`config.mk`:
```
export PLATFORM = sky130hd
export DESIGN_NAME = zlib_stored_block_framer_top
export DESIGN_NICKNAME = d
export VERILOG_FILES = /design/src/zsbf_pkg.sv /design/src/zsbf_front.sv /design/src/zsbf_fifo.sv /design/src/zsbf_back.sv /design/src/zlib_stored_block_framer_top.sv
export VERILOG_INCLUDE_DIRS = /design/src /design/src/src
export SDC_FILE = /design/constraint.sdc
export NUM_CORES = 1
export LEC_CHECK = 0
export ABC_AREA = 1
export BUFFER_PORTS_ARGS = -buffer_cell sky130_fd_sc_hd__clkbuf_2
export CORE_MARGIN = 1.5
export CORE_UTILIZATION = 50
export DETAILED_ROUTE_END_ITERATION = 12
export GPL_ROUTABILITY_DRIVEN = 0
export PLACE_DENSITY = 0.66
export SYNTH_ARGS = -nofsm -noshare
export SYNTH_HDL_FRONTEND = slang
export SYNTH_SLANG_ARGS = --single-unit
```
`constraint.sdc`:
```
create_clock -name clk -period 6.62 [get_ports clk]
set_input_delay 0.662 -clock clk [delete_from_list [all_inputs] [get_ports clk]]
set_output_delay 0.662 -clock clk [all_outputs]
set_load 0.05 [all_outputs]
```
`src/zlib_stored_block_framer_top_defines.svh`:
```
// Assertion helpers shared by the framer modules.
`ifndef ZLIB_STORED_BLOCK_FRAMER_TOP_DEFINES_SVH
`define ZLIB_STORED_BLOCK_FRAMER_TOP_DEFINES_SVH

// Consequent must hold in the same cycle as the antecedent.
`define ZSBF_ASSERT_NOW(label, ante, cons, msg) \
    label: assert property (@(posedge clk) disable iff (!rst_n) (ante) |-> (cons)) \
        else $error(msg);

// Consequent must hold in the cycle after the antecedent.
`define ZSBF_ASSERT_NEXT(label, ante, cons, msg) \
    label: assert property (@(posedge clk) disable iff (!rst_n) (ante) |=> (cons)) \
        else $error(msg);

`endif

```
`src/zsbf_pkg.sv`:
```
package zsbf_pkg;

    localparam int unsigned MAX_MESSAGE_BYTES = 65535;
    localparam int unsigned QUEUE_DEPTH       = 4;

    localparam logic [15:0] ADLER_MOD    = 16'd65521;
    localparam logic [7:0]  ZLIB_CMF     = 8'h78;
    localparam logic [7:0]  ZLIB_FLG     = 8'h01;
    localparam logic [7:0]  STORED_FINAL = 8'h01;

    // One queued job: which parts of the stream a single input item produces.
    typedef struct packed {
        logic        has_header;
        logic        has_data;
        logic        has_trailer;
        logic [7:0]  data_byte;
        logic [15:0] length;
        logic [31:0] checksum;
    } cmd_t;

    // Reduction of a sum that is known to stay below twice the modulus.
    function automatic logic [15:0] adler_reduce(input logic [16:0] s);
        logic [16:0] d;
        begin
            d = s - {1'b0, ADLER_MOD};
            adler_reduce = (s >= {1'b0, ADLER_MOD}) ? d[15:0] : s[15:0];
        end
    endfunction

endpackage

```
`src/zsbf_front.sv`:
```
module zsbf_front
(
    input  logic                 clk,
    input  logic                 rst_n,
    input  logic                 in_valid,
    output logic                 in_ready,
    input  logic [7:0]           data_byte,
    input  logic                 first_of_message,
    input  logic                 last_of_message,
    input  logic [15:0]          message_length,
    input  logic                 empty_message,
    input  logic                 q_full,
    output logic                 q_push,
    output zsbf_pkg::cmd_t       q_cmd
);

    logic [15:0] sum_low_reg, sum_low_next;
    logic [15:0] sum_high_reg, sum_high_next;
    logic [15:0] base_low, base_high;
    logic [15:0] new_low, new_high;
    logic [15:0] len_sat;
    logic        accept;

    assign in_ready = !q_full;
    assign accept   = in_valid && !q_full;
    assign q_push   = accept;

    // A header restarts the checksum before the byte is added.
    assign base_low  = first_of_message ? 16'd1 : sum_low_reg;
    assign base_high = first_of_message ? 16'd0 : sum_high_reg;
    assign new_low   = zsbf_pkg::adler_reduce({1'b0, base_low} + {9'd0, data_byte});
    assign new_high  = zsbf_pkg::adler_reduce({1'b0, base_high} + {1'b0, new_low});

    assign len_sat = (message_length > 16'(zsbf_pkg::MAX_MESSAGE_BYTES))
                   ? 16'(zsbf_pkg::MAX_MESSAGE_BYTES) : message_length;

    always_comb
    begin
        if (empty_message)
        begin
            q_cmd.has_header  = 1'b1;
            q_cmd.has_data    = 1'b0;
            q_cmd.has_trailer = 1'b1;
            q_cmd.data_byte   = data_byte;
            q_cmd.length      = 16'd0;
            q_cmd.checksum    = 32'd1;
        end
        else
        begin
            q_cmd.has_header  = first_of_message;
            q_cmd.has_data    = 1'b1;
            q_cmd.has_trailer = last_of_message;
            q_cmd.data_byte   = data_byte;
            q_cmd.length      = len_sat;
            q_cmd.checksum    = {new_high, new_low};
        end
    end

    always_comb
    begin
        sum_low_next  = sum_low_reg;
        sum_high_next = sum_high_reg;
        if (accept)
        begin
            if (empty_message || last_of_message)
            begin
                sum_low_next  = 16'd1;
                sum_high_next = 16'd0;
            end
            else
            begin
                sum_low_next  = new_low;
                sum_high_next = new_high;
            end
        end
    end

    always_ff @(posedge clk or negedge rst_n)
    begin
        if (!rst_n)
        begin
            sum_low_reg  <= 16'd1;
            sum_high_reg <= 16'd0;
        end
        else
        begin
            sum_low_reg  <= sum_low_next;
            sum_high_reg <= sum_high_next;
        end
    end

endmodule

```
`src/zsbf_fifo.sv`:
```
`include "zlib_stored_block_framer_top_defines.svh"

module zsbf_fifo
#(
    parameter int unsigned DEPTH = zsbf_pkg::QUEUE_DEPTH
)
(
    input  logic           clk,
    input  logic           rst_n,
    input  logic           push,
    input  zsbf_pkg::cmd_t push_data,
    output logic           full,
    input  logic           pop,
    output zsbf_pkg::cmd_t pop_data,
    output logic           empty
);

    localparam int unsigned IdxW = (DEPTH > 1) ? $clog2(DEPTH) : 1;
    localparam int unsigned CntW = $clog2(DEPTH + 1);

    zsbf_pkg::cmd_t mem [DEPTH];

    logic [IdxW-1:0] wr_ptr_reg, wr_ptr_next;
    logic [IdxW-1:0] rd_ptr_reg, rd_ptr_next;
    logic [CntW-1:0] count_reg, count_next;

    assign full     = (count_reg == CntW'(DEPTH));
    assign empty    = (count_reg == '0);
    assign pop_data = mem[rd_ptr_reg];

    always_comb
    begin
        wr_ptr_next = wr_ptr_reg;
        rd_ptr_next = rd_ptr_reg;
        count_next  = count_reg;
        if (push)
        begin
            wr_ptr_next = (wr_ptr_reg == IdxW'(DEPTH - 1)) ? '0 : wr_ptr_reg + 1'b1;
        end
        if (pop)
        begin
            rd_ptr_next = (rd_ptr_reg == IdxW'(DEPTH - 1)) ? '0 : rd_ptr_reg + 1'b1;
        end
        if (push && !pop)
        begin
            count_next = count_reg + 1'b1;
        end
        else if (pop && !push)
        begin
            count_next = count_reg - 1'b1;
        end
    end

    always_ff @(posedge clk or negedge rst_n)
    begin
        if (!rst_n)
        begin
            wr_ptr_reg <= '0;
            rd_ptr_reg <= '0;
            count_reg  <= '0;
        end
        else
        begin
            wr_ptr_reg <= wr_ptr_next;
            rd_ptr_reg <= rd_ptr_next;
            count_reg  <= count_next;
        end
    end

    always_ff @(posedge clk)
    begin
        if (push)
        begin
            mem[wr_ptr_reg] <= push_data;
        end
    end

    `ZSBF_ASSERT_NOW(a_no_pop_when_empty, pop, count_reg != '0, "queue popped while empty")
    `ZSBF_ASSERT_NOW(a_count_bounded, 1'b1, count_reg <= CntW'(DEPTH), "queue count overflow")

endmodule

```
`src/zsbf_back.sv`:
```
`include "zlib_stored_block_framer_top_defines.svh"

module zsbf_back
(
    input  logic           clk,
    input  logic           rst_n,
    input  logic           q_empty,
    input  zsbf_pkg::cmd_t q_cmd,
    output logic           q_pop,
    output logic           out_valid,
    input  logic           out_ready,
    output logic [7:0]     out_byte,
    output logic           last_of_run,
    output logic           end_of_stream
);

    typedef enum logic [11:0] {
        PH_CMF     = 12'b0000_0000_0001,
        PH_FLG     = 12'b0000_0000_0010,
        PH_BTYPE   = 12'b0000_0000_0100,
        PH_LEN_LO  = 12'b0000_0000_1000,
        PH_LEN_HI  = 12'b0000_0001_0000,
        PH_NLEN_LO = 12'b0000_0010_0000,
        PH_NLEN_HI = 12'b0000_0100_0000,
        PH_DATA    = 12'b0000_1000_0000,
        PH_ADL3    = 12'b0001_0000_0000,
        PH_ADL2    = 12'b0010_0000_0000,
        PH_ADL1    = 12'b0100_0000_0000,
        PH_ADL0    = 12'b1000_0000_0000
    } phase_t;

    zsbf_pkg::cmd_t cur_reg, cur_next;
    phase_t         phase_reg, phase_next, phase_after, phase_start;
    logic           busy_reg, busy_next;
    logic           ov_reg, ov_next;
    logic [7:0]     ob_reg, ob_next;
    logic           olr_reg, olr_next;
    logic           oes_reg, oes_next;
    logic           advance, done, load;
    logic [7:0]     byte_sel;

    assign advance = busy_reg && (!ov_reg || out_ready);
    assign done    = (phase_reg == PH_ADL0) || ((phase_reg == PH_DATA) && !cur_reg.has_trailer);
    assign load    = !q_empty && (!busy_reg || (advance && done));
    assign q_pop   = load;

    always_comb
    begin
        if (q_cmd.has_header)
        begin
            phase_start = PH_CMF;
        end
        else if (q_cmd.has_data)
        begin
            phase_start = PH_DATA;
        end
        else
        begin
            phase_start = PH_ADL3;
        end
    end

    always_comb
    begin
        case (phase_reg)
            PH_CMF:     phase_after = PH_FLG;
            PH_FLG:     phase_after = PH_BTYPE;
            PH_BTYPE:   phase_after = PH_LEN_LO;
            PH_LEN_LO:  phase_after = PH_LEN_HI;
            PH_LEN_HI:  phase_after = PH_NLEN_LO;
            PH_NLEN_LO: phase_after = PH_NLEN_HI;
            PH_NLEN_HI: phase_after = cur_reg.has_data ? PH_DATA : PH_ADL3;
            PH_DATA:    phase_after = PH_ADL3;
            PH_ADL3:    phase_after = PH_ADL2;
            PH_ADL2:    phase_after = PH_ADL1;
            PH_ADL1:    phase_after = PH_ADL0;
            PH_ADL0:    phase_after = PH_CMF;
            default:    phase_after = PH_CMF;
        endcase
    end

    always_comb
    begin
        case (phase_reg)
            PH_CMF:     byte_sel = zsbf_pkg::ZLIB_CMF;
            PH_FLG:     byte_sel = zsbf_pkg::ZLIB_FLG;
            PH_BTYPE:   byte_sel = zsbf_pkg::STORED_FINAL;
            PH_LEN_LO:  byte_sel = cur_reg.length[7:0];
            PH_LEN_HI:  byte_sel = cur_reg.length[15:8];
            PH_NLEN_LO: byte_sel = ~cur_reg.length[7:0];
            PH_NLEN_HI: byte_sel = ~cur_reg.length[15:8];
            PH_DATA:    byte_sel = cur_reg.data_byte;
            PH_ADL3:    byte_sel = cur_reg.checksum[31:24];
            PH_ADL2:    byte_sel = cur_reg.checksum[23:16];
            PH_ADL1:    byte_sel = cur_reg.checksum[15:8];
            PH_ADL0:    byte_sel = cur_reg.checksum[7:0];
            default:    byte_sel = 8'h00;
        endcase
    end

    always_comb
    begin
        cur_next   = cur_reg;
        phase_next = phase_reg;
        busy_next  = busy_reg;
        if (load)
        begin
            cur_next   = q_cmd;
            phase_next = phase_start;
            busy_next  = 1'b1;
        end
        else if (advance)
        begin
            phase_next = phase_after;
            busy_next  = !done;
        end
    end

    // While a job is busy, the output register takes a byte whenever it is empty or being drained.
    always_comb
    begin
        ov_next  = ov_reg;
        ob_next  = ob_reg;
        olr_next = olr_reg;
        oes_next = oes_reg;
        if (advance)
        begin
            ov_next  = 1'b1;
            ob_next  = byte_sel;
            olr_next = done;
            oes_next = (phase_reg == PH_ADL0);
        end
        else if (out_ready)
        begin
            ov_next = 1'b0;
        end
    end

    always_ff @(posedge clk or negedge rst_n)
    begin
        if (!rst_n)
        begin
            phase_reg <= PH_CMF;
            busy_reg  <= 1'b0;
            ov_reg    <= 1'b0;
        end
        else
        begin
            phase_reg <= phase_next;
            busy_reg  <= busy_next;
            ov_reg    <= ov_next;
        end
    end

    always_ff @(posedge clk)
    begin
        cur_reg <= cur_next;
        ob_reg  <= ob_next;
        olr_reg <= olr_next;
        oes_reg <= oes_next;
    end

    assign out_valid     = ov_reg;
    assign out_byte      = ob_reg;
    assign last_of_run   = olr_reg;
    assign end_of_stream = oes_reg;

    `ZSBF_ASSERT_NOW(a_eos_ends_run, ov_reg && oes_reg, olr_reg, "stream end without run end")
    `ZSBF_ASSERT_NOW(a_data_phase_has_data, busy_reg && (phase_reg == PH_DATA), cur_reg.has_data,
        "data phase for a job without data")
    `ZSBF_ASSERT_NEXT(a_advance_fills_output, advance, ov_reg, "advanced byte not presented")

endmodule

```
`src/zlib_stored_block_framer_top.sv`:
```
// zlib stored-block framer: wraps each message as a zlib stream with one final stored block.
// Input channel s_axis: one transfer per payload byte; tuser[0] marks the first byte, which
// also carries the message length, tlast marks the last byte, and tuser[1] alone stands for
// a whole empty message. Output channel m_axis: one transfer per stream byte; tlast closes
// the bytes that one input transfer produced, tuser[0] marks the final checksum byte.
// A first byte yields seven header bytes and the data byte; a last byte adds four Adler-32
// bytes, big-endian; an empty message yields eleven bytes.
// The first byte for an input passes the queue, the job register, then the output register.
// The back end sends one byte per cycle unless m_axis_tready stalls it, so an input that
// makes one byte is taken every cycle; header or trailer inputs hold it until all are sent.
// A queue of QUEUE_DEPTH jobs decouples the checksum front end from the byte sequencer, so
// input keeps flowing while output stalls until the queue fills; then s_axis_tready drops.
// A stalled output holds its byte and flags unchanged.
// Reset clears the queue and output register and restarts the checksum at one and zero.
module zlib_stored_block_framer_top
#(
    parameter int unsigned QUEUE_DEPTH = zsbf_pkg::QUEUE_DEPTH
)
(
    input  logic        clk,
    input  logic        rst_n,
    input  logic        s_axis_tvalid,
    output logic        s_axis_tready,
    input  logic [23:0] s_axis_tdata,  // data_byte [7:0], message_length [23:8]
    input  logic [1:0]  s_axis_tuser,  // first_of_message [0], empty_message [1]
    input  logic        s_axis_tlast,
    output logic        m_axis_tvalid,
    input  logic        m_axis_tready,
    output logic [7:0]  m_axis_tdata,  // out_byte [7:0]
    output logic [0:0]  m_axis_tuser,  // end_of_stream [0]
    output logic        m_axis_tlast
);

    zsbf_pkg::cmd_t push_cmd, pop_cmd;
    logic           q_push, q_pop, q_full, q_empty;

    zsbf_front u_front
    (
        .clk              (clk),
        .rst_n            (rst_n),
        .in_valid         (s_axis_tvalid),
        .in_ready         (s_axis_tready),
        .data_byte        (s_axis_tdata[7:0]),
        .first_of_message (s_axis_tuser[0]),
        .last_of_message  (s_axis_tlast),
        .message_length   (s_axis_tdata[23:8]),
        .empty_message    (s_axis_tuser[1]),
        .q_full           (q_full),
        .q_push           (q_push),
        .q_cmd            (push_cmd)
    );

    zsbf_fifo
    #(
        .DEPTH (QUEUE_DEPTH)
    )
    u_fifo
    (
        .clk       (clk),
        .rst_n     (rst_n),
        .push      (q_push),
        .push_data (push_cmd),
        .full      (q_full),
        .pop       (q_pop),
        .pop_data  (pop_cmd),
        .empty     (q_empty)
    );

    zsbf_back u_back
    (
        .clk           (clk),
        .rst_n         (rst_n),
        .q_empty       (q_empty),
        .q_cmd         (pop_cmd),
        .q_pop         (q_pop),
        .out_valid     (m_axis_tvalid),
        .out_ready     (m_axis_tready),
        .out_byte      (m_axis_tdata),
        .last_of_run   (m_axis_tlast),
        .end_of_stream (m_axis_tuser[0])
    );

endmodule
```
# ---- Word level (Yosys, flattened, before mapping)
# Memory sizes are Yosys's and may differ from the RTL's.
# Index checks and enable logic that the tools add are counted.
# W data, S select, Z words.
dict set report totals {
  reg_bits 121
  latchBits 0
  ram_bits 236
  rom_bits 0
  inputBits 31
  out_inout_bits 12
  word_cells 94
  memories 1
}
# name depth word_bits rd rd_clocked_by_memory_dff write_ports line
set memory_table {}
lappend memory_table {u_fifo.mem 4 59 1 0 1 zsbf_fifo.sv:21} ;# zsbf_pkg::cmd_t mem [DEPTH];
dict set report classes {
  n_addsub 8
  n_mul 0
  div_mod_pow 0
  order_cmp 3
  n_eq_ne 15
  shift 0
  n_mux 25
  n_bitwise 2
  n_reduce_logical 24
}
# cell n
set op_table {}
lappend op_table {{$pmux W12 S11} 1}
lappend op_table {{$mux W16} 7}
lappend op_table {{$pmux W8 S11} 1}
lappend op_table {{$mux W59} 1}
lappend op_table {{$ge A17 B16 Y1 const B} 2}
lappend op_table {{$sub A16 B16 Y16 const B} 2}
lappend op_table {{$mux W9} 3}
lappend op_table {{$mux W12} 2}
lappend op_table {{$add A16 B16 Y17} 1}
lappend op_table {{$add A16 B8 Y17} 1}
lappend op_table {{$gt A16 B16 Y1 const B} 1}
lappend op_table {{$not A8 Y8} 2}
lappend op_table {{$eq A12 B1 Y1 const B} 1}
lappend op_table {{$eq A12 B10 Y1 const B} 1}
lappend op_table {{$eq A12 B11 Y1 const B} 1}
lappend op_table {{$eq A12 B12 Y1 const B} 1}
lappend op_table {{$eq A12 B2 Y1 const B} 1}
lappend op_table {{$eq A12 B3 Y1 const B} 1}
lappend op_table {{$eq A12 B4 Y1 const B} 1}
lappend op_table {{$eq A12 B5 Y1 const B} 1}
lappend op_table {{$eq A12 B6 Y1 const B} 1}
lappend op_table {{$eq A12 B7 Y1 const B} 1}
lappend op_table {{$eq A12 B8 Y1 const B} 1}
lappend op_table {{$eq A12 B9 Y1 const B} 1}
lappend op_table {{14 further kinds} 41}

# ---- Longest topological paths before layout
# Gate-level depths: netlist (run 1).
dict set report depth {
  depth_word 9
  mapped_depth 42
  ltp_nobuf 40
}

# ---- By module
# A second synthesis (run 1) with hierarchy kept.
dict set report unflattened {
  cells_unflattened 1896
  area_unflattened_um2 18216.2
}
# mod instances cells_each area_each_um2 seq_area_each_um2
set modules_own_cells {}
lappend modules_own_cells {zsbf_fifo 1 741 9897.0 7262.0}
lappend modules_own_cells {zsbf_front 1 848 4773.3 802.0}
lappend modules_own_cells {zsbf_back 1 307 3545.9 2393.5}

# ---- Worst setup path before layout (run 1)
# Ideal clock, no wire load.
dict set report synth_path {
  kind {input -> register}
  startpoint {input s_axis_tuser[0]}
  endpoint {memory u_fifo.mem[0][16] in the netlist's numbering (data pin)}
  setup_ps 277
  arrival_time_ps 4920
  required_ps 6343
  setup_slack_ps 1424
  cell_stages 36
  n_path_buf 3
  path_cell_list {buf_2 > or2_2 > ha_1 > inv_1 > fa_1 > inv_1 > nand3_1 > nand2_2 > xor2_2 > inv_1 > nor2_1 > nand2_1 > nor2_1 > nand3_2 > nand3_4 > buf_6 > o21ai_0 > nor3_1 > nor2_1 > ha_1 > nand2_1 > nor3_1 > inv_1 > nor2_1 > nand2_1 > nand3_1 > nand2_1 > inv_2 > nand2_1 > nor2_2 > nand3_4 > nand3_4 > buf_8 > nand2_1 > nand2_1 > nor2_1}
}
# item line
set synth_lines {}
lappend synth_lines {{from (decl)} zlib_stored_block_framer_top.sv:25} ;# input logic [1:0] s_axis_tuser,
lappend synth_lines {{to (decl)} zsbf_fifo.sv:21}

==> impl_metrics.ini, run 1 <==
[run_status]
status = completed

[route]
wl_met1_um = 18900
drtAntennaViolNets = 0
wl_per_cell_um = 18.9
num_vias = 12900
drt_iter0_markers = 1123
viasPerCell = 5.61
routed-wl-met2_um = 20600
dr_wl_met3_um = 2940
first_pass_iters = 5
top_layer = met4
drc_errors = 0
totalWireLength_um = 43600

[job]
drv_cap = 0

[floorplan]
die_width_um = 190
die_area_sq_um = 35900
core_area_sq_um = 34400
start_util = 0.506
io_pins = 43
fp.dieH_um = 190
row_count = 68

[global_routing]
grt_use_total = 0.246
grt_pass1_vias = 12400
grt_overflow = 0
antenna_found_initial = 0
grt_pass1_wl_um = 67800
grt_max_degree = 79

[synth]
yosys.area_share.adder = 0.0224
synthDistinctLibCells = 47
muxShareOfSynthArea = 0.00194
synthesis.nets = 1845
synthArstFlopShare = 0.148
syn_area_sq_um = 17400
synthSimpleGateAreaFrac = 0.209
synth_compound_area_frac = 0.0915
synth_area_leaders = edfxtp_1 52%, nand2_1 7.7%, dfrtp_1 7.3%
synth_top_area_share = 0.525
ys_seq_elements = 357
synth-xor-area-share = 0.0119
synth_top_family_by_area = simple AND/OR/NAND/NOR gates
synth_area_per_cell_sq_um = 9.75
yosysSeqAreaShare = 0.601
syn_inst = 1784
synth_ff_type = edfxtp_1
ys_warn_count = 0
yosysTopAreaCell = edfxtp_1
synth-edff-count = 304

[clocking]
clk_path_buf_depth = 3
hold_buffers = 0
htree_levels = 2
clockRootBuffer = clkbuf_16
post_cts_resized = 0
cts_tree = yes
clk_latency_ns = 0.52
clock-sinks = 357
cts_setup_buffers = 0
cts.clk_slew.worst_paths_ns = 0.06
numCtsBuffers = 37

[timing]
fin_ws_ns = 0.621
period_minus_slack_ns = 6.00
slew_headroom = 0.343
fmax_mhz = 167
finalHoldViolations = 0
slew_violations = 0
period_share = 0.906
clock_skew_ns = 0.0226
fin_tns_setup_ns = 0
worstMarginPinSlew_ns = 0.986
grt_setup_unrepaired = no
setup_viol = 0

[setup_path]
required_ns = 6.88
crit_slowest_cell = dfstp_2
cp.arrival_ns = 6.26
end_kind = register
crit_type = register to register
cp_max_fo = 18
crit_path_frequent_cell = nand2_2
critPathLaunchType = register
max_stage_delay_ns = 0.53

[power_and_ir_drop]
power_density_nw_per_um2 = 318
irDropWorstVdd_uv = 257
p_leak_uw = 0.00783

[layout]
final_layout_size_suffix_gt1_frac = 0.109
antenna_cells = 0
fin_nets = 1886
synthToLayoutAreaGrowth_pct = 10.8
largest_register_ffs = 236
fillers = 2985

[place]
dp_slack_ns = 0.266
dp_hpwl_um = 28800
portBuffers = 42

[hold_path]
hold_path.class = input port to async pin
final timing paths:
check	from	endpoint	slack [ns]	cells past startpoint
max	u_front.sum_low_reg[0]	u_fifo.mem[2][25]	0.62	32
max in group asynchronous	rst_n	u_fifo.rd_ptr_reg[0]	5.75	2
min	rst_n	u_fifo.count_reg[2]	0.29	2
min in group clk	s_axis_tdata[6]	u_fifo.mem[0][54]	0.42	1
min reg2reg	u_front.sum_high_reg[7]	u_front.sum_high_reg[7]	0.49	2
max reg2reg	u_front.sum_low_reg[0]	u_fifo.mem[2][25]	0.62	32
critical path: cells and delay by family, from the launching register on:
kind	cells	cell delay (ns)
xor gates and xnor gates	2	0.65
adders and majority gates	4	0.96
DFF	1	0.53
AOI/OAI and AO/OA	1	0.33
and+or+nand+nor	21	2.85
buffers and inverters	4	0.39
metal layers:
metal  vias to the layer above  global-route usage
met1                      6224               0.340
met5                         -                   0
met4                         0              0.0784
met3                        81              0.0369
met2                       453               0.401
li1                       6188                   -
cells by family (layout without fill, tap and decap cells):
kind of cell	count (synthesis)	after routing
simple gates	822	822
flops	357	357
compound gates	276	276
buf+inv	274	342
fa+ha+maj	30	30
xor+xnor	22	22
mux	3	3
metrics by stage:
stage,hold slack [ns],power [uW],utilization,std cells,cell area (sq um)
floorplan,0.366,3800,-,1784,17400
global placement,0.467,4160,0.527,2241,18100
detailed placement,0.466,4180,0.527,2241,18100
CTS,0.306,6170,0.561,2307,19300
global route,0.347,6410,0.561,2307,19300
finish,0.293,6140,0.561,2307,19300
area by class of cell:
class	count	area [sq um]	share of cell area
clock buffers	53	1050	0.0544
clock inverters	13	120	0.00623
inverters	213	801	0.0416
multi-input cells	1153	5900	0.306
flip-flops and latches	357	10500	0.543
well taps	455	569	0.0295
repair buffers	63	368	0.0191
where the power goes:
| part | total, uW | switching, uW | internal (uW) |
|---|---|---|---|
| clock network | 2000 | 814 | 1180 |
| registers | 2960 | 92.8 | 2870 |
| logic | 1180 | 877 | 303 |
| total | 6140 | 1780 | 4350 |
layout by cell type (no fill, tap or decap), drive strengths merged, types with 11 or more instances in the layout:
| master | n |
|---|---|
| a21oi | 24 |
| nor3 | 11 |
| o21ai | 146 |
| clkbuf | 95 |
| xor2 | 17 |
| nand2 | 387 |
| buf | 21 |
| edfxtp | 304 |
| o22ai | 80 |
| nor2 | 267 |
| dfrtp | 51 |
| clkinv | 11 |
| a221oi | 12 |
| nand4 | 56 |
| inv | 211 |
| nand3 | 83 |
| ha | 28 |
cells in the mapped netlist (3+ instances only):
| cell type | instances |
|---|---|
| nor2_4 | 5 |
| nand2_1 | 355 |
| nand4_1 | 56 |
| buf_6 | 4 |
| ha_1 | 28 |
| a21oi_1 | 24 |
| o21ai_0 | 145 |
| xor2_1 | 16 |
| xnor2_1 | 4 |
| nand3_1 | 73 |
| clkbuf_1 | 47 |
| nor4_1 | 8 |
| buf_2 | 5 |
| clkinv_1 | 3 |
| nor2_1 | 248 |
| nand2_2 | 31 |
| nand3b_1 | 8 |
| nor3_1 | 11 |
| a211oi_1 | 3 |
| a221oi_1 | 11 |
| nor2_2 | 14 |
| o22ai_1 | 80 |
| inv_2 | 7 |
| mux2_2 | 3 |
| nand3_2 | 6 |
| inv_1 | 203 |
| buf_1 | 4 |
| edfxtp_1 | 304 |
| nand3_4 | 4 |
| dfrtp_1 | 51 |
(Power assumes the default switching activity.)
==> run 2, diff against run 1 <==
- SETUP_SLACK_MARGIN: unset -> 0.3
- clock period: 6.62 -> 5.9 ns (I/O delays scaled with it)
==> impl_metrics.ini, run 2 (synthesis results as in run 1) <==
[run_status]
status = completed

[setup_path]
end_kind = register
crit_slowest_cell = dfstp_2
max_stage_delay_ns = 0.56
cp_max_fo = 16
cp.arrival_ns = 5.57
reg2reg_slack_ns = 0.60
crit_type = register to register
crit_path_frequent_cell = nand2_2
required_ns = 6.17
critPathLaunchType = register

[global_routing]
grt_max_degree = 69
antenna_found_initial = 0
grt_use_total = 0.245
grt_pass1_vias = 12400
grt_pass1_wl_um = 68300
grt_overflow = 0

[route]
viasPerCell = 5.63
totalWireLength_um = 44200
num_vias = 13100
drt_iter0_markers = 1226
wl_per_cell_um = 18.9
first_pass_iters = 7
drc_errors = 0
drtAntennaViolNets = 0

[clocking]
hold_buffers = 0
numCtsBuffers = 36
cts_tree = yes
clock-sinks = 357
clk_path_buf_depth = 3
cts.clk_slew.worst_paths_ns = 0.07
htree_levels = 2
clk_latency_ns = 0.52
clockRootBuffer = clkbuf_16

[timing]
grt_setup_unrepaired = yes
fmax_mhz = 189
slew_headroom = 0.266
fin_tns_setup_ns = 0
worstMarginPinSlew_ns = 1.09
period_share = 0.898
finalHoldViolations = 0
holdWs_ns = 0.208
clock_skew_ns = 0.0231
setup_viol = 0
slew_violations = 0
period_minus_slack_ns = 5.30

[layout]
final_common_cell = nand2_1
final_layout_size_suffix_gt1_frac = 0.145
mostFrequentLayoutCells = 346 x nand2_1, 304 x edfxtp_1, 236 x nor2_1
synthToLayoutAreaGrowth_pct = 13.4
seq_area_sq_um = 10500
antenna_cells = 0
largest_register_ffs = 236
multi_input_area_sq_um = 6110
fin_nets = 1910
layout.cells.non_filler = 2332
fillers = 2939

[power_and_ir_drop]
power_density_nw_per_um2 = 356
pwr-share-seq = 0.473
irDropWorstVdd_uv = 292
intPower_uw = 4960
switchingPower_uw = 2060
p_clk_frac = 0.329
p_comb_frac = 0.198
p_leak_uw = 0.00805
switching_share = 0.294

[floorplan]
core_area_sq_um = 34400
start_util = 0.506
die_area_sq_um = 35900
row_count = 68
io_pins = 43
fp.dieH_um = 190
die_width_um = 190

[job]
drv_cap = 0

[place]
portBuffers = 42
placed_cells = 2255
dp_hpwl_um = 29700

[hold_path]
hold_path.class = input port to async pin
run 2: path summary, 6_finish.rpt:
| check | startpoint | end | cells after the start |
|---|---|---|---|
| min in group clk | s_axis_tdata[4] | u_fifo.mem[0][52] | 1 |
| min | rst_n | u_back.phase_reg[1] | 2 |
| min reg2reg | u_front.sum_high_reg[3] | u_front.sum_high_reg[3] | 2 |
| max | u_front.sum_low_reg[0] | u_fifo.mem[1][20] | 33 |
| max in group asynchronous | rst_n | u_fifo.rd_ptr_reg[0] | 2 |
| max reg2reg | u_front.sum_low_reg[0] | u_fifo.mem[1][20] | 33 |
run 2: worst max-delay path: cells and delay by family, from the launching register on:
family | cells | cell delay (ns)
AO/OA/AOI/OAI | 2 | 0.20
flip-flops | 1 | 0.56
XOR/XNOR | 1 | 0.20
AND/OR/NAND/NOR | 22 | 2.63
adder cells (fa/ha/maj) | 3 | 0.89
buffers and inverters | 5 | 0.55
run 2: cell type report:
type / count / area share
Clock buffer: 51 / 0.0548
Clock inverter: 15 / 0.00729
Tap cell: 455 / 0.0289
Inverter: 213 / 0.0406
Multi-Input combinational cell: 1155 / 0.310
Timing Repair Buffer: 86 / 0.0286
Sequential cell: 357 / 0.530
run 2: repair_timing:
action                                  4_1_cts  5_1_grt
gates resized for setup                       0       51
setup buffers                                 0        9
endpoints found under the setup margin        0       80
run 2: per-layer routing:
metal  up-vias  share of wire  wire (um)  track usage
met3        88          0.058       2540       0.0341
met5         -              0          0            0
met2       446           0.48      21300        0.411
li1       6249              -          -            -
met4         0          0.027       1200       0.0742
met1      6341           0.43      19200        0.334
run 2: per-stage QoR:
stage	total power, uW	setup slack, ns	util	area, sq um
floorplan	4270	0.776	-	17400
global placement	4690	0.185	0.530	18200
detailed placement	4710	0.0610	0.530	18200
CTS	7010	0.353	0.565	19400
global route	7330	0.235	0.574	19700
finish	7030	0.600	0.574	19700
run 2: power groups by stage:
stage	clock [uW]	combinational [uW]	sequential (uW)
after global placement	0	1330	3360
after floorplan	0	827	3440
after CTS	2340	1350	3320
after global routing	2440	1530	3360
final	2310	1390	3320
after detailed placement	0	1340	3370
==> run 3, diff against run 2 <==
- BUFFER_PORTS_ARGS: -buffer_cell sky130_fd_sc_hd__clkbuf_2 -> -buffer_cell sky130_fd_sc_hd__buf_4
==> impl_metrics.ini, run 3 (synthesis results as in run 1) <==
[clocking]
clk_path_buf_depth = 3
clockRootBuffer = clkbuf_16
htree_levels = 2
clk_latency_ns = 0.54
clock-sinks = 357
numCtsBuffers = 38
cts.clk_slew.worst_paths_ns = 0.07
hold_buffers = 0
cts_tree = yes

[route]
drtAntennaViolNets = 0
drt_iter0_markers = 1141
drc_errors = 0
num_vias = 13000
first_pass_iters = 5
viasPerCell = 5.60
totalWireLength_um = 44100
wl_per_cell_um = 19.0

[setup_path]
critPathLaunchType = register
end_kind = register
required_ns = 6.25
crit_type = register to register
crit_slowest_cell = dfstp_2
max_stage_delay_ns = 0.55
reg2reg_slack_ns = 0.57
crit_path_frequent_cell = nand2_2
r2r-start = u_front.sum_low_reg[0]
cp_max_fo = 13
crit_buf_inv = 8
cp_top_family = simple AND/OR/NAND/NOR gates
cp.arrival_ns = 5.68
ff2ff_path_depth = 34
r2r_end = u_fifo.mem[0][22]

[hold_path]
hold_path.class = input port to async pin

[floorplan]
fp.dieH_um = 190
row_count = 68
start_util = 0.506
die_width_um = 190
io_pins = 43
core_area_sq_um = 34400
die_area_sq_um = 35900

[place]
dp_hpwl_um = 29200
portBuffers = 42
placed_cells = 2250

[timing]
slew_headroom = 0.349
finalHoldViolations = 0
fin_tns_setup_ns = 0
slew_violations = 0
setup_viol = 0
grt_setup_unrepaired = no
period_minus_slack_ns = 5.33
clock_skew_ns = 0.0234
worstMarginPinSlew_ns = 0.976
fmax_mhz = 187
period_share = 0.904

[global_routing]
grt_pass1_vias = 12500
grt_overflow = 0
grt_use_total = 0.248
grt_pass1_wl_um = 68500
antenna_found_initial = 1
grt_max_degree = 92

[job]
drv_cap = 0

[layout]
multi_input_area_sq_um = 6100
final_common_cell = nand2_1
seq_area_sq_um = 10500
mostFrequentLayoutCells = 352 x nand2_1, 304 x edfxtp_1, 239 x nor2_1
fin_util = 0.577
antenna_cells = 0
largest_register_ffs = 236
fin_nets = 1905
synthToLayoutAreaGrowth_pct = 14.0
fillers = 2951
final_layout_size_suffix_gt1_frac = 0.138
layout.cells.non_filler = 2326

[power_and_ir_drop]
p_clk_frac = 0.343
power_density_nw_per_um2 = 361
intPower_uw = 5080
irDropWorstVdd_uv = 338
switchingPower_uw = 2080
p_leak_uw = 0.00802
pwr-share-seq = 0.465
power_uw = 7160
switching_share = 0.291
p_comb_frac = 0.192

[run_status]
status = completed
==> run 3: cell types whose count changed in the layout (fill, tap and decap cells not counted), sizes merged <==
cell and delta:
clkbuf -46, clkinv +4, buf +35, bufinv +3, clkinvlp -2
==> run 3: per-layer routing <==
metal	global-route usage	part of all wire	vias to the layer above
met5	0	0.00029	-
met4	0.0717	0.022	2
met3	0.0349	0.060	69
met2	0.424	0.49	402
met1	0.331	0.43	6341
li1	-	-	6221
==> run 3: area by class of cell <==
type / count / area share
clock inverters: 20 / 0.0131
well taps: 455 / 0.0287
multi-input cells: 1155 / 0.307
flip-flops and latches: 357 / 0.527
inverters: 213 / 0.0404
repair buffers: 79 / 0.0309
clock buffers: 47 / 0.0522
==> run 3: timing repair <==
action | 4_1_cts | 5_1_grt
setup endpoints to repair | 4 | 80
resized for setup | 1 | 40
pin swaps | 0 | 9
buffers inserted | 0 | 7
gates cloned | 0 | 2
hold endpoints to repair | 0 | 0
==> run 3: power by group through the flow <==
stage | Sequential (uW) | Combinational [uW] | Clock [uW]
after floorplan | 3440 | 827 | 0
after global placement | 3360 | 1320 | 0
after detailed placement | 3370 | 1330 | 0
after CTS | 3330 | 1340 | 2490
after global routing | 3360 | 1510 | 2590
final | 3330 | 1380 | 2450
==> run 3: worst max-delay path by stage <==
stage,endpoint,start,depth (start not counted)
after floorplan,u_fifo.mem[0][16],s_axis_tuser[0],36
after global routing,u_fifo.mem[0][22],u_front.sum_low_reg[0],33
after CTS,u_fifo.mem[0][20],u_front.sum_low_reg[0],34
after detailed placement,u_fifo.mem[3][22],s_axis_tuser[0],35
final,u_fifo.mem[0][22],u_front.sum_low_reg[0],34
after global placement,u_fifo.mem[2][22],s_axis_tuser[0],36
==> run 3: stage by stage <==
step / setup slack [ns] / area, sq um / hold slack (ns)
3_3_place_gp: 0.307 / 18300 / 0.468
4_1_cts: 0.326 / 19600 / 0.133
6_report: 0.566 / 19800 / 0.112
3_5_place_dp: 0.0782 / 18300 / 0.466
2_1_floorplan: 0.776 / 17400 / 0.294
5_1_grt: 0.280 / 19800 / 0.163
